[src/mocal_pkg.sv]
`default_nettype none
// ----------------------------------------------------------------------------
// mocal_pkg
// Shared types, register codes and the angle table for the magnetometer
// offset calibration and heading block.
// ----------------------------------------------------------------------------
package mocal_pkg;

    // number of rotation stages in the heading engine, 8 to 24
    localparam int CORDIC_STAGES = 16;
    localparam int TABLE_LEN     = 24;

    // datapath width of the rotation engine (16-bit reading scaled by 256
    // plus headroom for the rotation gain)
    localparam int CW = 27;

    // configuration port
    localparam int CFG_IW = 3;
    localparam logic [CFG_IW-1:0] CFG_OFFSET_X = 3'd0;
    localparam logic [CFG_IW-1:0] CFG_OFFSET_Y = 3'd1;
    localparam logic [CFG_IW-1:0] CFG_OFFSET_Z = 3'd2;
    localparam logic [CFG_IW-1:0] CFG_GATE     = 3'd3;

    localparam logic [14:0] GATE_RESET = 15'd500;

    // queue between front and back
    localparam int QDEPTH = 4;
    localparam int QAW    = 2;

    typedef enum logic [1:0] {
        OP_MEASURE = 2'd0,
        OP_CLEAR   = 2'd1,
        OP_CAL     = 2'd2,
        OP_FINISH  = 2'd3
    } op_t;

    // one queued item: corrected reading, or a marker for a non-measure op
    typedef struct packed {
        logic               meas;
        logic               sat;
        logic signed [15:0] cx;
        logic signed [15:0] cy;
        logic signed [15:0] cz;
    } q_entry_t;

    typedef struct packed {
        logic full;
        logic empty;
    } q_status_t;

    // atan(2^-i) in 32-bit binary angle units
    function automatic logic [31:0] atan_entry(input logic [4:0] i);
        logic [31:0] t;
        case (i)
            5'd0:    t = 32'h20000000;
            5'd1:    t = 32'h12E4051E;
            5'd2:    t = 32'h09FB385B;
            5'd3:    t = 32'h051111D4;
            5'd4:    t = 32'h028B0D43;
            5'd5:    t = 32'h0145D7E1;
            5'd6:    t = 32'h00A2F61E;
            5'd7:    t = 32'h00517C55;
            5'd8:    t = 32'h0028BE53;
            5'd9:    t = 32'h00145F2F;
            5'd10:   t = 32'h000A2F98;
            5'd11:   t = 32'h000517CC;
            5'd12:   t = 32'h00028BE6;
            5'd13:   t = 32'h000145F3;
            5'd14:   t = 32'h0000A2FA;
            5'd15:   t = 32'h0000517D;
            5'd16:   t = 32'h000028BE;
            5'd17:   t = 32'h0000145F;
            5'd18:   t = 32'h00000A30;
            5'd19:   t = 32'h00000518;
            5'd20:   t = 32'h0000028C;
            5'd21:   t = 32'h00000146;
            5'd22:   t = 32'h000000A3;
            5'd23:   t = 32'h00000051;
            default: t = 32'h00000000;
        endcase
        return t;
    endfunction

endpackage
`default_nettype wire

[src/mocal_front.sv]
`default_nettype none
// ----------------------------------------------------------------------------
// mocal_front
// Accepts items, keeps the configuration and calibration state, and turns a
// measure item into a corrected, saturated reading for the queue.
// ----------------------------------------------------------------------------
module mocal_front
    import mocal_pkg::*;
(
    input  wire logic                     clk,
    input  wire logic                     rst_n,
    input  wire logic                     cfg_valid,
    output logic                          cfg_ready,
    input  wire logic [CFG_IW-1:0]        cfg_index,
    input  wire logic [15:0]              cfg_data,
    input  wire logic                     in_valid,
    output logic                          in_ready,
    input  wire logic [1:0]               op,
    input  wire logic signed [15:0]       x_sample,
    input  wire logic signed [15:0]       y_sample,
    input  wire logic signed [15:0]       z_sample,
    input  wire q_status_t                q_status,
    output logic                          q_push,
    output q_entry_t                      q_entry
);

    logic signed [15:0] offset_x_reg, offset_y_reg, offset_z_reg;
    logic [14:0]        gate_reg;
    logic signed [15:0] min_x_reg, min_y_reg, min_z_reg;
    logic signed [15:0] max_x_reg, max_y_reg, max_z_reg;
    logic signed [15:0] learned_x_reg, learned_y_reg, learned_z_reg;
    logic               learned_valid_reg;

    logic signed [15:0] ox, oy, oz;
    logic signed [15:0] cx, cy, cz;
    logic               clip_x, clip_y, clip_z;
    logic               accept;
    op_t                op_code;
    logic signed [16:0] gate_pos, gate_neg;

    function automatic logic signed [15:0] sat_add(input logic signed [15:0] a,
                                                   input logic signed [15:0] b,
                                                   output logic clip);
        logic signed [16:0] s;
        s = {a[15], a} + {b[15], b};
        clip = s[16] != s[15];
        if (!clip) begin
            return s[15:0];
        end
        return s[16] ? 16'sh8000 : 16'sh7fff;
    endfunction

    // minus the midpoint, truncated toward zero
    function automatic logic signed [15:0] centre_neg(input logic signed [15:0] mn,
                                                      input logic signed [15:0] mx);
        logic signed [16:0] s;
        logic signed [16:0] h;
        s = {mx[15], mx} + {mn[15], mn};
        h = (s + $signed({16'd0, s[16]})) >>> 1;
        return 16'(-h);
    endfunction

    function automatic logic lower(input logic signed [15:0] r,
                                   input logic signed [15:0] mn,
                                   input logic signed [16:0] gneg);
        return (r < mn) && ($signed({r[15], r}) > gneg);
    endfunction

    function automatic logic raise(input logic signed [15:0] r,
                                   input logic signed [15:0] mx,
                                   input logic signed [16:0] gpos);
        return (r > mx) && ($signed({r[15], r}) < gpos);
    endfunction

    assign cfg_ready = 1'b1;
    assign in_ready  = !q_status.full;
    assign accept    = in_valid && in_ready;
    assign op_code   = op_t'(op);
    assign gate_pos  = {2'b00, gate_reg};
    assign gate_neg  = -gate_pos;

    assign ox = learned_valid_reg ? learned_x_reg : offset_x_reg;
    assign oy = learned_valid_reg ? learned_y_reg : offset_y_reg;
    assign oz = learned_valid_reg ? learned_z_reg : offset_z_reg;

    always_comb
    begin
        cx = sat_add(x_sample, ox, clip_x);
        cy = sat_add(y_sample, oy, clip_y);
        cz = sat_add(z_sample, oz, clip_z);
    end

    assign q_push        = accept;
    assign q_entry.meas  = op_code == OP_MEASURE;
    assign q_entry.sat   = clip_x || clip_y || clip_z;
    assign q_entry.cx    = cx;
    assign q_entry.cy    = cy;
    assign q_entry.cz    = cz;

    always_ff @(posedge clk or negedge rst_n)
    begin
        if (!rst_n)
        begin
            offset_x_reg <= '0;
            offset_y_reg <= '0;
            offset_z_reg <= '0;
            gate_reg     <= GATE_RESET;
        end
        else if (cfg_valid && cfg_ready)
        begin
            case (cfg_index)
                CFG_OFFSET_X: offset_x_reg <= cfg_data;
                CFG_OFFSET_Y: offset_y_reg <= cfg_data;
                CFG_OFFSET_Z: offset_z_reg <= cfg_data;
                CFG_GATE:     gate_reg     <= cfg_data[14:0];
                default:      ;
            endcase
        end
    end

    always_ff @(posedge clk or negedge rst_n)
    begin
        if (!rst_n)
        begin
            min_x_reg         <= '0;
            min_y_reg         <= '0;
            min_z_reg         <= '0;
            max_x_reg         <= '0;
            max_y_reg         <= '0;
            max_z_reg         <= '0;
            learned_x_reg     <= '0;
            learned_y_reg     <= '0;
            learned_z_reg     <= '0;
            learned_valid_reg <= 1'b0;
        end
        else if (accept)
        begin
            case (op_code)
                OP_CLEAR:
                begin
                    min_x_reg <= '0;
                    min_y_reg <= '0;
                    min_z_reg <= '0;
                    max_x_reg <= '0;
                    max_y_reg <= '0;
                    max_z_reg <= '0;
                end
                OP_CAL:
                begin
                    // raw reading, no offset applied
                    if (lower(x_sample, min_x_reg, gate_neg)) min_x_reg <= x_sample;
                    if (lower(y_sample, min_y_reg, gate_neg)) min_y_reg <= y_sample;
                    if (lower(z_sample, min_z_reg, gate_neg)) min_z_reg <= z_sample;
                    if (raise(x_sample, max_x_reg, gate_pos)) max_x_reg <= x_sample;
                    if (raise(y_sample, max_y_reg, gate_pos)) max_y_reg <= y_sample;
                    if (raise(z_sample, max_z_reg, gate_pos)) max_z_reg <= z_sample;
                end
                OP_FINISH:
                begin
                    learned_x_reg     <= centre_neg(min_x_reg, max_x_reg);
                    learned_y_reg     <= centre_neg(min_y_reg, max_y_reg);
                    learned_z_reg     <= centre_neg(min_z_reg, max_z_reg);
                    learned_valid_reg <= 1'b1;
                end
                default: ;
            endcase
        end
    end

endmodule
`default_nettype wire

[config.mk]
export PLATFORM = sky130hd
export DESIGN_NAME = mocal_front
export DESIGN_NICKNAME = d
export VERILOG_FILES = /design/src/mocal_pkg.sv /design/src/mocal_front.sv
export SDC_FILE = /design/constraint.sdc
export NUM_CORES = 1
export LEC_CHECK = 0
export ABC_AREA = 1
export CORE_MARGIN = 3
export CORE_UTILIZATION = 55
export CTS_CLUSTER_DIAMETER = 80
export DETAILED_ROUTE_END_ITERATION = 12
export DONT_BUFFER_PORTS = 1
export GPL_TIMING_DRIVEN = 0
export PLACE_DENSITY = 0.73
export SYNTH_ARGS = -nofsm -noshare
export SYNTH_HDL_FRONTEND = slang
export SYNTH_SLANG_ARGS = --single-unit
[constraint.sdc]
create_clock -name clk -period 8.1 [get_ports clk]
set_input_delay 0.405 -clock clk [delete_from_list [all_inputs] [get_ports clk]]
set_output_delay 0.405 -clock clk [all_outputs]
set_load 0.1 [all_outputs]
Word-level counts from Yosys, hierarchy flattened --
Index checks and enable logic that the tools add are counted.
Storage, ports and cells: register bits after elaboration 208, bits of input ports 75, logic and storage cells 99, output and inout bits 53
Operators by class: $lt $le $gt $ge 12, equal/unequal tests 15, mux-type cells 21, reduce and logical (&&, ||, !) cells 24, add/subtract/negate cells 13
Operators with widths (count):
- 16-bit two-way mux | 15
- 16-bit one-hot mux with 2 select lines | 6
- 16-bit by 16-bit adder with 17-bit output | 6
- 16-bit < comparator | 6
- 17-bit by 2-bit adder with 17-bit output | 3
- 16-bit by 17-bit greater-than comparator with 1-bit output | 3
- 16-bit greater-than comparator | 3
- 16-bit negation | 3
- 3-bit AND reduction | 6
- 15-bit negation with 17-bit output | 1
- 2-bit != test, second input constant | 6
- 2-bit AND reduction | 5
- 1-bit logical AND | 7
- 3-bit by 2-bit == test with 1-bit output, second input constant | 2
- 2-bit == test, second input constant | 2
- 3-bit by 1-bit == test with 1-bit output, second input constant | 1
- 3-bit zero test | 1
- 1-bit != test | 3
- 2-bit by 1-bit == test with 1-bit output, second input constant | 1
- 2-bit zero test | 1
- 1-bit logical OR | 2
- 2-bit nonzero test | 1
- 1-bit zero test | 1

Logic depth before layout (Yosys ltp) --
depth after elaboration 5, gate-level depth with buffers 30, gate-level depth less buffers 30

Worst setup path after synthesis --
OpenSTA, ideal clock, no wires.
kind reg2out, start reg learned_valid_reg, end out q_entry[20] (netlist bit), required time 7695 ps, stages on the path, launching flop included 22, setup slack 1119 ps, buffers on the path 5, arrival 6576 ps, path through dfrtp_1 clkbuf_1 inv_1 clkbuf_1 clkbuf_1 nand2_1 nand2_1 ha_1 inv_1 fa_1 o21ai_2 nand3_1 nand2_1 nand3_1 nand2_1 a31oi_1 xor2_1 or2_2 buf_4 nand2_4 buf_6 o21ai_0
RTL lines:
- start: declaration | line mocal_front.sv:32 | logic learned_valid_reg;
- start signal: assignment | line mocal_front.sv:134 | learned_valid_reg <= 1'b0;
- start signal: assignment | line mocal_front.sv:163 | learned_valid_reg <= 1'b1;
- end: declaration | line mocal_front.sv:24 | output q_entry_t q_entry

==> impl_metrics.yaml <==
clock_network:
  cts_htree_levels: 1
  hold_fix_buffers_cts: 2
  worst_skew_pair_latency_ns: 0.56
  cts.sinks: 208
  buffers_inserted_during_post_cts_setup_optimization: 0
  cts_buffer_depth: 3
  cts-buffers-inserted: 24
  clock_tree_from_tritoncts: "done"
  clkTransAtPathRegs_ns: 0.06
  cts.repair.resized: 0
  clockRootBuffer: "clkbuf_16"
sta:
  totalNegativeSetupSlack_ns: 0
  final_critical_path_setup_slack_ns: 1.51
  relSlewSlack_pct: 18.1
  final-max-slew-violation-count: 0
  finalClockSkew_ns: 0.0200
  setup_viol: 0
  finalHoldViolCount: 0
  fmaxAchievable_mhz: 152
  unrepaired_setup_endpoints_after_global_routing: "no"
  actual_transition_at_the_worst_max_transition_pin_ns: 1.23
  final_period_minus_worst_setup_slack_ns: 6.59
  share_of_the_clock_period_used_by_the_worst_path_pct: 81.4
worst_setup_path:
  count_of_buffer_and_inverter_cells_on_the_critical_path: 8
  crit_path_top_delay_cell: "nand3_1"
  startpoint_type: "register"
  critPathTopFamily: "simple AND/OR/NAND/NOR gates"
  rr_startpoint: "gate_reg[1]"
  worst_r2r_endpoint: "min_y_reg[2]"
  worst-r2r-setup-slack_ns: 2.99
  crit_path_frequent_cell: "nand2_1"
  req_time_crit_path_ns: 7.70
  worstRegToRegCells: 24
  kind_of_critical_path: "register to primary output"
  worst_path_largest_cell_delay_ns: 0.74
  worstPathMaxFanout: 10
  end_kind: "primary output"
  arrival_time_of_data_at_the_critical_path_endpoint_ns: 6.19
route:
  dr.first_iter.drc_count: 2139
  via_to_cell_ratio: 5.77
  vias: 22000
  overall_routed_net_length_um: 72500
  drc: 0
  antenna_left: 0
  first_pass_iters: 6
  post_drt_wl_per_cell_um: 19.0
final_layout:
  multi_input_area_um2: 14400
  final-seq-area_um2: 5210
  finalInstanceArea_um2: 23300
  drive_above_1_share_pct: 7.90
  antenna-diode-count: 0
  filler_cell_count: 3614
  design.final.nets: 3656
  area.growth.synth_to_final_pct: 7.66
  final_core_util_pct: 60.9
  layout.cells.non_filler: 3815
yosys:
  synth_top_area_share_pct: 23.4
  synth_edf_count: 0
  yosysWarnings: 0
  synth.ff_latch_count: 208
  syn-mean-instance-area_um2: 6.64
  synth.distinct_cells: 53
  yosys.cell_count.top_type: "nand2_1"
  post-synth-top-area-cell: "dfrtp_1"
  netlist_instances: 3254
  ys_top_cells_by_area: "dfrtp_1 23%, nand2_1 18%, ha_1 17%"
  syn-cell-area_um2: 21600
  synth_sequential_area_ratio_pct: 24.1
  synth_common_cells: "1015 x nand2_1, 467 x inv_1, 289 x ha_1"
  synth_nets: 3624
  synth_top_flop_cell: "dfrtp_1"
  asyncSetResetFlopFracSynth_pct: 100
placed_design:
  hpwl_um: 58800
  placedInstanceArea_um2: 22500
  post-place-ws_ns: 2.17
  instance_count_after_placement_with_tap_cells_included: 3769
  port_buffers: 0
  gpl.final_weighted_congestion: 1.02
die:
  die_y_extent_um: 204
  floorplan.initialDensity_pct: 56.6
  io_pins: 128
  coreArea_um2: 38200
  site_row_count: 71
  floorplan.die_area_um2: 41700
  die_w_um: 204
grt:
  grt_usage_pct: 34.4
  grt_antenna_before_repair: 0
  first_global_vias: 21000
  grt_pass1_wl_um: 113000
  grt_start_max_net_pins: 209
  grt_remaining_overflow: 0
power:
  power.density_cell_area_nw_per_um2: 343
  ir_drop_v: 0.00137
  power.leakage_nw: 12.1
hold_path:
  hp-start: "y_sample[14]"
  min-delay-path-class: "primary input to register"
  worst_hold_path.endpoint: "min_y_reg[14]"
  timing.hold.worst_path_depth: 2
job:
  cap_viol_max_count: 0
run_status:
  run_status: "finished, final reports clean"
-- worst max-delay path by stage --
stage	start	endpoint	slack (ns)	cells past startpoint
final	learned_valid_reg	q_entry[48]	1.51	25
after global routing	learned_valid_reg	q_entry[48]	1.23	25
after CTS	learned_valid_reg	q_entry[48]	1.59	25
after detailed placement	learned_valid_reg	q_entry[48]	2.17	25
after global placement	learned_valid_reg	q_entry[26]	0.32	21
after floorplan	learned_valid_reg	q_entry[20]	1.12	21
-- kinds of logic (layout without fill, tap and decap cells) --
group	count (synthesis)	count (layout)	share of synthesized area [%]
buf+inv	555	605	9.82
other cells	1	1	0.0173
compound gates	528	528	13.1
simple gates	1596	1596	32.8
xor+xnor	71	71	2.88
flops	208	208	24.1
fa+ha+maj	295	295	17.3
-- cells in the final DEF (no fill, tap or decap), types with 8 or more instances in the layout --
cell type | Yosys | layout
a21oi_1 | 163 | 163
a31oi_1 | 8 | 8
and2_1 | 8 | 8
clkbuf_1 | 49 | 52
clkbuf_16 | 0 | 24
clkinv_2 | 0 | 8
dfrtp_1 | 202 | 202
ha_1 | 289 | 289
inv_1 | 467 | 467
inv_2 | 19 | 19
nand2_1 | 1015 | 1015
nand2_2 | 36 | 36
nand2_4 | 8 | 8
nand3_1 | 192 | 192
nand3_2 | 24 | 24
nand3b_1 | 8 | 8
nand4_1 | 55 | 55
nor2_1 | 156 | 155
nor2_2 | 22 | 23
nor2_4 | 19 | 19
nor3_1 | 28 | 28
o21ai_0 | 280 | 246
o21ai_1 | 15 | 14
o21ai_2 | 9 | 44
o31ai_1 | 11 | 11
xnor2_1 | 20 | 20
xor2_1 | 51 | 50
-- layout make-up --
class / count / area share, %
buffer: 68 / 1.27
inverter: 487 / 7.86
clock buffer: 32 / 2.93
multi-input combinational: 2491 / 62.0
tap: 511 / 2.75
timing repair buffer: 6 / 0.462
clock inverter: 12 / 0.350
sequential: 208 / 22.4
-- routing by layer --
layer	track usage, %	routed length, um
met1	45.9	30500
met2	56.4	32500
met3	7.12	7170
met4	10.0	2340
met5	0	0
-- where the power goes --
part,internal [W],switching (W),total (W)
sequential,0.00125,0.000168,0.00142
clock,0.000593,0.000471,0.00106
combinational,0.00113,0.00436,0.00549
total,0.00297,0.00500,0.00797
-- per-stage QoR --
stage	hold slack (ns)	total power [W]
5_1_grt	0.0358	0.00838
2_1_floorplan	0.109	0.00576
3_3_place_gp	0.119	0.00649
6_report	0.0309	0.00797
3_5_place_dp	0.119	0.00682
4_1_cts	0.0253	0.00791
Power figures use the tool's default switching activity.
