### src/mocal_pkg.sv
`default_nettype none
// ----------------------------------------------------------------------------
// mocal_pkg
// Shared types, register codes and the angle table for the magnetometer
// offset calibration and heading block.
// ----------------------------------------------------------------------------
package mocal_pkg;

    // number of rotation stages in the heading engine, 8 to 24
    localparam int CORDIC_STAGES = 16;
    localparam int TABLE_LEN     = 24;

    // datapath width of the rotation engine (16-bit reading scaled by 256
    // plus headroom for the rotation gain)
    localparam int CW = 27;

    // configuration port
    localparam int CFG_IW = 3;
    localparam logic [CFG_IW-1:0] CFG_OFFSET_X = 3'd0;
    localparam logic [CFG_IW-1:0] CFG_OFFSET_Y = 3'd1;
    localparam logic [CFG_IW-1:0] CFG_OFFSET_Z = 3'd2;
    localparam logic [CFG_IW-1:0] CFG_GATE     = 3'd3;

    localparam logic [14:0] GATE_RESET = 15'd500;

    // queue between front and back
    localparam int QDEPTH = 4;
    localparam int QAW    = 2;

    typedef enum logic [1:0] {
        OP_MEASURE = 2'd0,
        OP_CLEAR   = 2'd1,
        OP_CAL     = 2'd2,
        OP_FINISH  = 2'd3
    } op_t;

    // one queued item: corrected reading, or a marker for a non-measure op
    typedef struct packed {
        logic               meas;
        logic               sat;
        logic signed [15:0] cx;
        logic signed [15:0] cy;
        logic signed [15:0] cz;
    } q_entry_t;

    typedef struct packed {
        logic full;
        logic empty;
    } q_status_t;

    // atan(2^-i) in 32-bit binary angle units
    function automatic logic [31:0] atan_entry(input logic [4:0] i);
        logic [31:0] t;
        case (i)
            5'd0:    t = 32'h20000000;
            5'd1:    t = 32'h12E4051E;
            5'd2:    t = 32'h09FB385B;
            5'd3:    t = 32'h051111D4;
            5'd4:    t = 32'h028B0D43;
            5'd5:    t = 32'h0145D7E1;
            5'd6:    t = 32'h00A2F61E;
            5'd7:    t = 32'h00517C55;
            5'd8:    t = 32'h0028BE53;
            5'd9:    t = 32'h00145F2F;
            5'd10:   t = 32'h000A2F98;
            5'd11:   t = 32'h000517CC;
            5'd12:   t = 32'h00028BE6;
            5'd13:   t = 32'h000145F3;
            5'd14:   t = 32'h0000A2FA;
            5'd15:   t = 32'h0000517D;
            5'd16:   t = 32'h000028BE;
            5'd17:   t = 32'h0000145F;
            5'd18:   t = 32'h00000A30;
            5'd19:   t = 32'h00000518;
            5'd20:   t = 32'h0000028C;
            5'd21:   t = 32'h00000146;
            5'd22:   t = 32'h000000A3;
            5'd23:   t = 32'h00000051;
            default: t = 32'h00000000;
        endcase
        return t;
    endfunction

endpackage
`default_nettype wire

### src/mocal_queue.sv
`default_nettype none
// ----------------------------------------------------------------------------
// mocal_queue
// Short first-in first-out queue of corrected readings between the front
// and the heading engine.
// ----------------------------------------------------------------------------
module mocal_queue
    import mocal_pkg::*;
(
    input  wire logic      clk,
    input  wire logic      rst_n,
    input  wire logic      push,
    input  wire q_entry_t  push_entry,
    input  wire logic      pop,
    output q_entry_t       head,
    output q_status_t      status
);

    q_entry_t         mem_reg [QDEPTH];
    logic [QAW-1:0]   wptr_reg, rptr_reg;
    logic [QAW:0]     cnt_reg;

    assign status.full  = cnt_reg == (QAW+1)'(QDEPTH);
    assign status.empty = cnt_reg == '0;
    assign head         = mem_reg[rptr_reg];

    always_ff @(posedge clk)
    begin
        if (push)
        begin
            mem_reg[wptr_reg] <= push_entry;
        end
    end

    always_ff @(posedge clk or negedge rst_n)
    begin
        if (!rst_n)
        begin
            wptr_reg <= '0;
            rptr_reg <= '0;
            cnt_reg  <= '0;
        end
        else
        begin
            if (push)
            begin
                wptr_reg <= wptr_reg + 1'b1;
            end
            if (pop)
            begin
                rptr_reg <= rptr_reg + 1'b1;
            end
            if (push && !pop)
            begin
                cnt_reg <= cnt_reg + 1'b1;
            end
            else if (pop && !push)
            begin
                cnt_reg <= cnt_reg - 1'b1;
            end
        end
    end

endmodule
`default_nettype wire

### config.mk
export PLATFORM = sky130hd
export DESIGN_NAME = mocal_queue
export DESIGN_NICKNAME = d
export VERILOG_FILES = /design/src/mocal_pkg.sv /design/src/mocal_queue.sv
export SDC_FILE = /design/constraint.sdc
export NUM_CORES = 1
export LEC_CHECK = 0
export ABC_AREA = 1
export BUFFER_PORTS_ARGS = -buffer_cell sky130_fd_sc_hd__buf_4
export CORE_UTILIZATION = 40
export DETAILED_ROUTE_END_ITERATION = 8
export MAX_ROUTING_LAYER = met4
export PLACE_DENSITY = 0.57
export REMOVE_ABC_BUFFERS = 1
export SYNTH_ARGS = -nofsm -noshare
export SYNTH_HDL_FRONTEND = slang
export SYNTH_SLANG_ARGS = --single-unit
export TNS_END_PERCENT = 100
### constraint.sdc
create_clock -name clk -period 2.5 [get_ports clk]
set_input_delay 0.25 -clock clk [delete_from_list [all_inputs] [get_ports clk]]
set_output_delay 0.25 -clock clk [all_outputs]
set_load 0.01 [all_outputs]
* Word level (Yosys, flattened, before mapping)
Memory sizes are Yosys's and may differ from the RTL's.
Index checks and enable logic that the tools add are counted.
** Word-level totals
- Output and inout port bits :: 52
- Input port bits :: 54
- Register bits after elaboration :: 7
- Memories kept :: 1
- Logic and storage cells :: 19
- Memory bits (writable) :: 200
** Operators by class
- Multiplexer cells :: 4
- Add/sub/neg operators :: 4
- Equal/unequal tests :: 1
- Reductions and logical operators :: 6
** Memories
- mem_reg :: depth 4, width 50, read ports 1, clocked after Yosys merged registers in 0, wr ports 1, line mocal_queue.sv:19 : q_entry_t mem_reg [QDEPTH];
** Operators by type and width (number)
- $mux W3 :: 2
- $add A2 B1 Y2 const B :: 2
- $add A3 B1 Y3 const B :: 1
- $eq A3 B3 Y1 const B :: 1
- $logic_not A3 Y1 :: 1
- $sub A3 B1 Y3 const B :: 1
- $logic_and A1 B1 Y1 :: 2
- $logic_not A1 Y1 :: 2
- $mux W1 :: 2
- $reduce_bool A2 Y1 :: 1

* Logic depth before layout (Yosys ltp)
Gate-level depths: netlist of the first run.
- Word-level depth :: 4
- Gate-level depth with buffers :: 9
- Gate-level depth less buffers :: 9

* Worst setup path before layout of the first run
No wires, ideal clock.
- Path type :: flip-flop to flip-flop
- Start :: register wptr_reg[0]
- End :: memory mem_reg[2][0] (netlist name), enable pin
- Data required time :: 2.096 ns
- Setup time :: 0.404 ns
- Cell stages (with the launch flop) :: 5
- Path slack :: 0.451 ns
- Arrival :: 1.645 ns
- Period minus slack after synthesis :: 2.049 ns
- Path buffers :: 0
- Cell sequence :: dfrtp_1 > inv_1 > ha_1 > nand2_1 > inv_1
** RTL lines
- start: declaration :: line mocal_queue.sv:20 : logic [QAW-1:0] wptr_reg, rptr_reg;
- start signal: assignment :: line mocal_queue.sv:47 : wptr_reg <= wptr_reg + 1'b1;
- end: declaration :: line mocal_queue.sv:19
No word-level cell before the write port.

==> results of run 1 <==
==> critical path, stage by stage (launching register included) <==
cell	delay, ns
dfrtp_4	0.70
buf_12	0.30
nand2_1	0.08
o211ai_1	0.10
nand2_1	0.13
buf_4	0.17
==> cells in the mapped netlist <==
library cell | instances | share of area
nor3_1 | 2 | 0.0012
inv_1 | 111 | 0.050
nand2_1 | 163 | 0.074
buf_2 | 22 | 0.013
ha_1 | 5 | 0.0076
fa_1 | 1 | 0.0024
nand4_1 | 1 | 0.00076
buf_4 | 4 | 0.0036
inv_2 | 1 | 0.00045
edfxtp_1 | 200 | 0.73
dfrtp_1 | 7 | 0.021
o21ai_1 | 1 | 0.00060
xnor2_1 | 1 | 0.0011
buf_1 | 1 | 0.00045
xor2_1 | 3 | 0.0032
nand3_1 | 1 | 0.00060
clkbuf_1 | 7 | 0.0032
o211ai_1 | 100 | 0.091
==> per-layer routing <==
layer	GRT usage	vias up
met4	0.0447	0
li1	-	2503
met1	0.217	2451
met2	0.276	115
met3	0.0292	18
met5	-	-
==> cell families (layout without fill, tap and decap cells) <==
| kind of cell | after synthesis | after routing | synth area share |
|---|---|---|---|
| adder cells (fa/ha/maj) | 6 | 6 | 0.00998 |
| flip-flops | 207 | 207 | 0.747 |
| buffers and inverters | 146 | 320 | 0.0713 |
| AO/OA/AOI/OAI | 101 | 101 | 0.0913 |
| XOR/XNOR | 4 | 4 | 0.00423 |
| AND/OR/NAND/NOR | 167 | 167 | 0.0765 |
==> path summary, 6_finish.rpt <==
check                      slack [ns]             end      startpoint
hold / removal                   0.11      cnt_reg[2]           rst_n
hold reg to reg                  0.53     wptr_reg[0]     wptr_reg[0]
setup reg to reg                 0.78  mem_reg[1][38]     wptr_reg[1]
setup / recovery                 0.25        head[42]     rptr_reg[0]
min in group clk                 0.50  mem_reg[3][20]  push_entry[20]
max in group asynchronous        2.23     rptr_reg[0]           rst_n
==> area by class of cell <==
class                      instances  area share
sequential                       207       0.578
multi-input combinational        278       0.141
timing repair buffer             167       0.140
clock buffer                      31      0.0603
inverter                         112      0.0393
tap                              270      0.0316
clock inverter                    10      0.0102
==> where the power goes <==
group | switching (mW) | leakage [nW] | internal (mW) | total [mW]
combinational | 2.45 | 2.02 | 1.78 | 4.23
clock | 1.31 | 0.372 | 2.02 | 3.33
sequential | 0.329 | 1.92 | 4.55 | 4.88
total | 4.09 | 4.31 | 8.35 | 12.4
==> repair_timing <==
item,CTS,global route
hold endpoints to repair,210,0
gates resized for setup,0,0
hold buffers,53,0
==> metrics.txt, run 1 <==
total track usage=0.169; # DRC=0; HPWL after DPL=10.0 mm; status=finished clean; Nets=about 850; num ports=106; Cell Area, Synth=around 0.0083 sq mm; post-route insts no fill=1075; Final Critical Period=around 2.3 ns; first-pass GRT wire length=approximately 27 mm; routed vias=about 5100; setup TNS=0 ns; Leak=around 4.3 nW; number of synthesized register bits=about 210; fin. max-slew vios=0; gp weighted congestion=roughly 0.7; Starting Density=0.409; DRT antenna net count=0; Synth Warn #=0; crit end category=output pin; final core utilization=0.529; Overflow after GRT=0; clock-pin slew on the worst setup and hold paths=about 0.06 ns; Rel. slew slack=0.696; wl on met1=around 7.7 mm; maximum clock rate=~0.44 GHz; CTS Buffer Depth=3; ant diodes=0; initial drt markers=roughly 210; drt first pass iters=4; number of flip-flops in the largest register=200; leading cell type in the layout, fill and taps excluded=edfxtp_1; initial antenna violation count=0; clock tree from TritonCTS=yes; area of the multi-input gates=approximately 0.0015 sq mm; H-tree depth=1; Area Growth Syn to Fin=29.3%; area post-placement=about 0.0094 sq mm; hold_ws=between 0.1 and 0.15 ns; I/O Buffers=roughly 110; metal2 WL=8.23 mm; # clock sinks=roughly 210; Die H=~150 microns; design area=0.0107 sq mm; actual slew at the worst max-slew pin=between 0.4 and 0.5 ns; crit path max fanout=54; Tot Pwr=between 10 and 15 mW; Num CTS Buffers=23; Critical Path Start Type=register; WS Path Type=reg2out; placed cells=about 1000; Synth Instances=631; Post-CTS Setup Repair Bufs=0; fin crit share=0.901; PwrDens=between 1000 and 1500 mW/mm^2; cells on worst reg2reg path=5; setup violators final=0; CTS root buffer=clkbuf_16; WP data required=between 2 and 2.5 ns; Die Width=~150 microns; WL per Instance=15.7 microns; core region area=~0.020 sq mm; number of global-route vias before repair=just over 5000; Fin. Hold Viols=0; Post-Route WL=16.9 mm; FP Rows=52; Die Footprint=about 0.021 sq mm; RSZ-0062 raised after global routing=no; max-capacitance violation count=0; Seq/Total Area, Yosys=0.747; clock latency at the later pin of the worst-skew pair=roughly 0.5 ns; largest net degree at the start of global routing=65; Final Skew=between 0.006 and 0.007 ns; post-synthesis cell type count=18; share of layout cells above drive strength 1=0.195; Mean Syn Cell Area=13.1 sq um; Seq. cell area=roughly 0.0062 sq mm; Vias/cell=roughly 4.7; fillers=roughly 1700; worst setup slack after layout=~0.25 ns; Max Used Layer=met4; commonest non-fill, non-tap cells in the layout=edfxtp_1 (200), nand2_1 (163), inv_1 (107); Detail Route met3 WL=just under 800 microns; Worst EP arrival=2.00 ns; worst min path class=in2async; Setup WS pre-CTS=0.751 ns; Peak VDD IR=0.556 mV
Note: power is estimated with default switching activity, not from simulation.
==> run 2: changes to the inputs <==
- CORE_MARGIN: not set -> 8
- clock period: 2.5 -> 2.22 ns (I/O delays scaled with it)
==> run 2 against run 1 <==
Clock skew is essentially flat. Worst setup slack lost 0.078 ns. Combinational power grew 18%. Sequential power grew 10%. Cell count grew 0.56%. Die area grew 20%. Wire length grew 3.4%. Count of clock-buffer cells in the layout shrank 4. Power grew 9.2%. Register-to-register slack lost 0.17 ns. Largest power group unchanged. Highest routed layer unchanged.
==> metrics.txt, run 2 (synthesis results as in run 1) <==
CTS root buffer=clkbuf_16 (unchanged); WS Path Type=reg2out (unchanged); leading cell type in the layout, fill and taps excluded=edfxtp_1 (unchanged); largest net degree at the start of global routing=51 (was 65); # clock sinks=207 (unchanged); Leak=4.29 nW (was 4.31 nW); crit path launch=rptr_reg[0] (unchanged); Peak VDD IR=0.718 mV (was 0.556 mV); cells on worst reg2reg path=5 (unchanged); number of flip-flops in the largest register=200 (unchanged); crit-path cells=buf_4 > nand2_1 > o211ai_1 > nand2_1 > buf_4 (was buf_12 > nand2_1 > o211ai_1 > nand2_1 > buf_4); first-pass GRT wire length=27.8 mm (was 27.1 mm); R2R Path End=mem_reg[2][21] (was mem_reg[1][38]); design area=0.0106 sq mm (was 0.0107 sq mm); WL per Instance=16.2 microns (was 15.7 microns); # DRC=0 (unchanged); clock tree from TritonCTS=yes (unchanged); CP endpoint=head[27] (was head[42]); FP Rows=52 (unchanged); Num CTS Buffers=21 (was 23); Die Footprint=0.0256 sq mm (was 0.0213 sq mm); core region area=0.0203 sq mm (was 0.0202 sq mm); I/O Buffers=105 (unchanged); Starting Density=0.408 (was 0.409); drt first pass iters=4 (unchanged); initial drt markers=222 (was 214); RSZ-0062 raised after global routing=no (unchanged); CTS Buffer Depth=3 (unchanged); Post-Route WL=17.5 mm (was 16.9 mm); WP data required=2.00 ns (was 2.25 ns); reg2reg start=wptr_reg[0] (was wptr_reg[1]); PwrDens=1280 mW/mm^2 (was 1160 mW/mm^2); area post-placement=0.00945 sq mm (was 0.00942 sq mm); num ports=106 (unchanged); Vias/cell=4.76 (was 4.73); number of global-route vias before repair=5359 (was 5160); worst min path class=in2async (unchanged); gp weighted congestion=0.759 (was 0.698); Final Skew=0.00676 ns (was 0.00637 ns); status=finished clean (unchanged); Area Growth Syn to Fin=28.6% (was 29.3%); Die Width=160 microns (was 146 microns); initial antenna violation count=0 (unchanged); clock-pin slew on the worst setup and hold paths=0.06 ns (about the same); Nets=857 (was 849); fin. max-slew vios=0 (unchanged); ant diodes=0 (unchanged); routed vias=5143 (was 5087); total track usage=0.138 (was 0.169); maximum clock rate=0.488 GHz; clock latency at the later pin of the worst-skew pair=0.48 ns (was 0.49 ns); HPWL after DPL=10.6 mm (was 10.0 mm); setup violators final=0 (unchanged); crit end category=output pin (unchanged); CP peak stage delay=0.61 ns (was 0.70 ns); DRT antenna net count=0 (unchanged); Worst EP arrival=1.83 ns (was 2.00 ns); H-tree depth=1 (unchanged); CP max-delay cell=dfrtp_4 (unchanged); Die H=160 microns (was 146 microns); Setup WS pre-CTS=0.457 ns (was 0.751 ns); Overflow after GRT=0 (unchanged); fin crit share=0.923; worst setup slack after layout=0.170 ns (was 0.248 ns); max-capacitance violation count=0 (unchanged); share of layout cells above drive strength 1=0.191 (was 0.195); Final Critical Period=~2.0 ns; actual slew at the worst max-slew pin=0.487 ns (was 0.456 ns); commonest non-fill, non-tap cells in the layout=edfxtp_1 (200), nand2_1 (163), buf_4 (114) (was edfxtp_1 (200), nand2_1 (163), inv_1 (107)); Critical Path Start Type=register (unchanged); Rel. slew slack=0.675 (was 0.696); Worst R2R Setup Slack=0.61 ns (was 0.78 ns); crit path max fanout=21 (was 54); Fin. Hold Viols=0 (unchanged)
[run 2: cell count changes in the layout (fill, tap and decap cells not counted), moves of 2 or more]
cell | before | now
buf_4 | 105 | 114
clkbuf_16 | 23 | 21
buf_6 | 0 | 2
clkbuf_1 | 4 | 6
clkinv_2 | 4 | 1
clkinv_1 | 1 | 7
clkbuf_8 | 4 | 0
buf_12 | 9 | 7
[run 2: layout make-up]
| cell class | instances | area (sq um) |
|---|---|---|
| inverters | 112 | 420 |
| fillers | 1715 | 9650 |
| well taps | 270 | 338 |
| clock inverters | 10 | 70.1 |
| multi-input cells | 278 | 1510 |
| repair buffers | 177 | 1580 |
| flip-flops and latches | 207 | 6190 |
| clock buffers | 27 | 548 |
[run 2: critical path, delay by kind of cell, from the launching register on]
family | cells | cell delay, ns
AOI/OAI and AO/OA | 1 | 0.10
buffers and inverters | 2 | 0.45
DFF | 1 | 0.61
and+or+nand+nor | 2 | 0.17
[run 2: worst min path at each step]
stage | startpoint | end | slack [ns]
2_1_floorplan | rst_n | cnt_reg[0] | -0.07
3_3_place_gp | rst_n | cnt_reg[2] | 0.04
3_5_place_dp | rst_n | cnt_reg[1] | 0.05
4_1_cts | rst_n | cnt_reg[2] | 0.06
5_1_grt | rst_n | cnt_reg[2] | 0.09
6_report | rst_n | cnt_reg[2] | 0.09
[run 2: per-stage QoR]
step	power (mW)	std cells	hold slack, ns	util	setup TNS [ns]
6_report	13.6	1081	0.0941	0.524	0
5_1_grt	14.4	1081	0.0903	0.524	0
4_1_cts	13.8	1080	0.0574	0.524	0
3_5_place_dp	10.4	989	0.0456	0.466	0
3_3_place_gp	10.3	989	0.0419	0.466	0
2_1_floorplan	7.69	597	-0.0736	-	-93.26
[run 2: power breakdown]
group	leakage (nW)	internal, mW	switching, mW	total [mW]
Combinational	2.07	2.09	2.91	5.00
Clock	0.299	1.85	1.33	3.19
Sequential	1.92	5.12	0.270	5.39
Total	4.29	9.07	4.51	13.6
[run 2: routing by layer]
| layer | up-vias | track usage | part of all wire |
|---|---|---|---|
| met4 | 0 | 0.0293 | 0.012 |
| li1 | 2512 | - | - |
| met2 | 113 | 0.230 | 0.49 |
| met5 | - | - | 0 |
| met3 | 21 | 0.0290 | 0.048 |
| met1 | 2497 | 0.172 | 0.45 |
[run 2: repair_timing]
action                     4_1_cts  5_1_grt
setup buffers                    1        1
hold buffers                    53        0
setup endpoints to repair       29       20
hold endpoints to repair       210        0
gates resized for setup          0        1
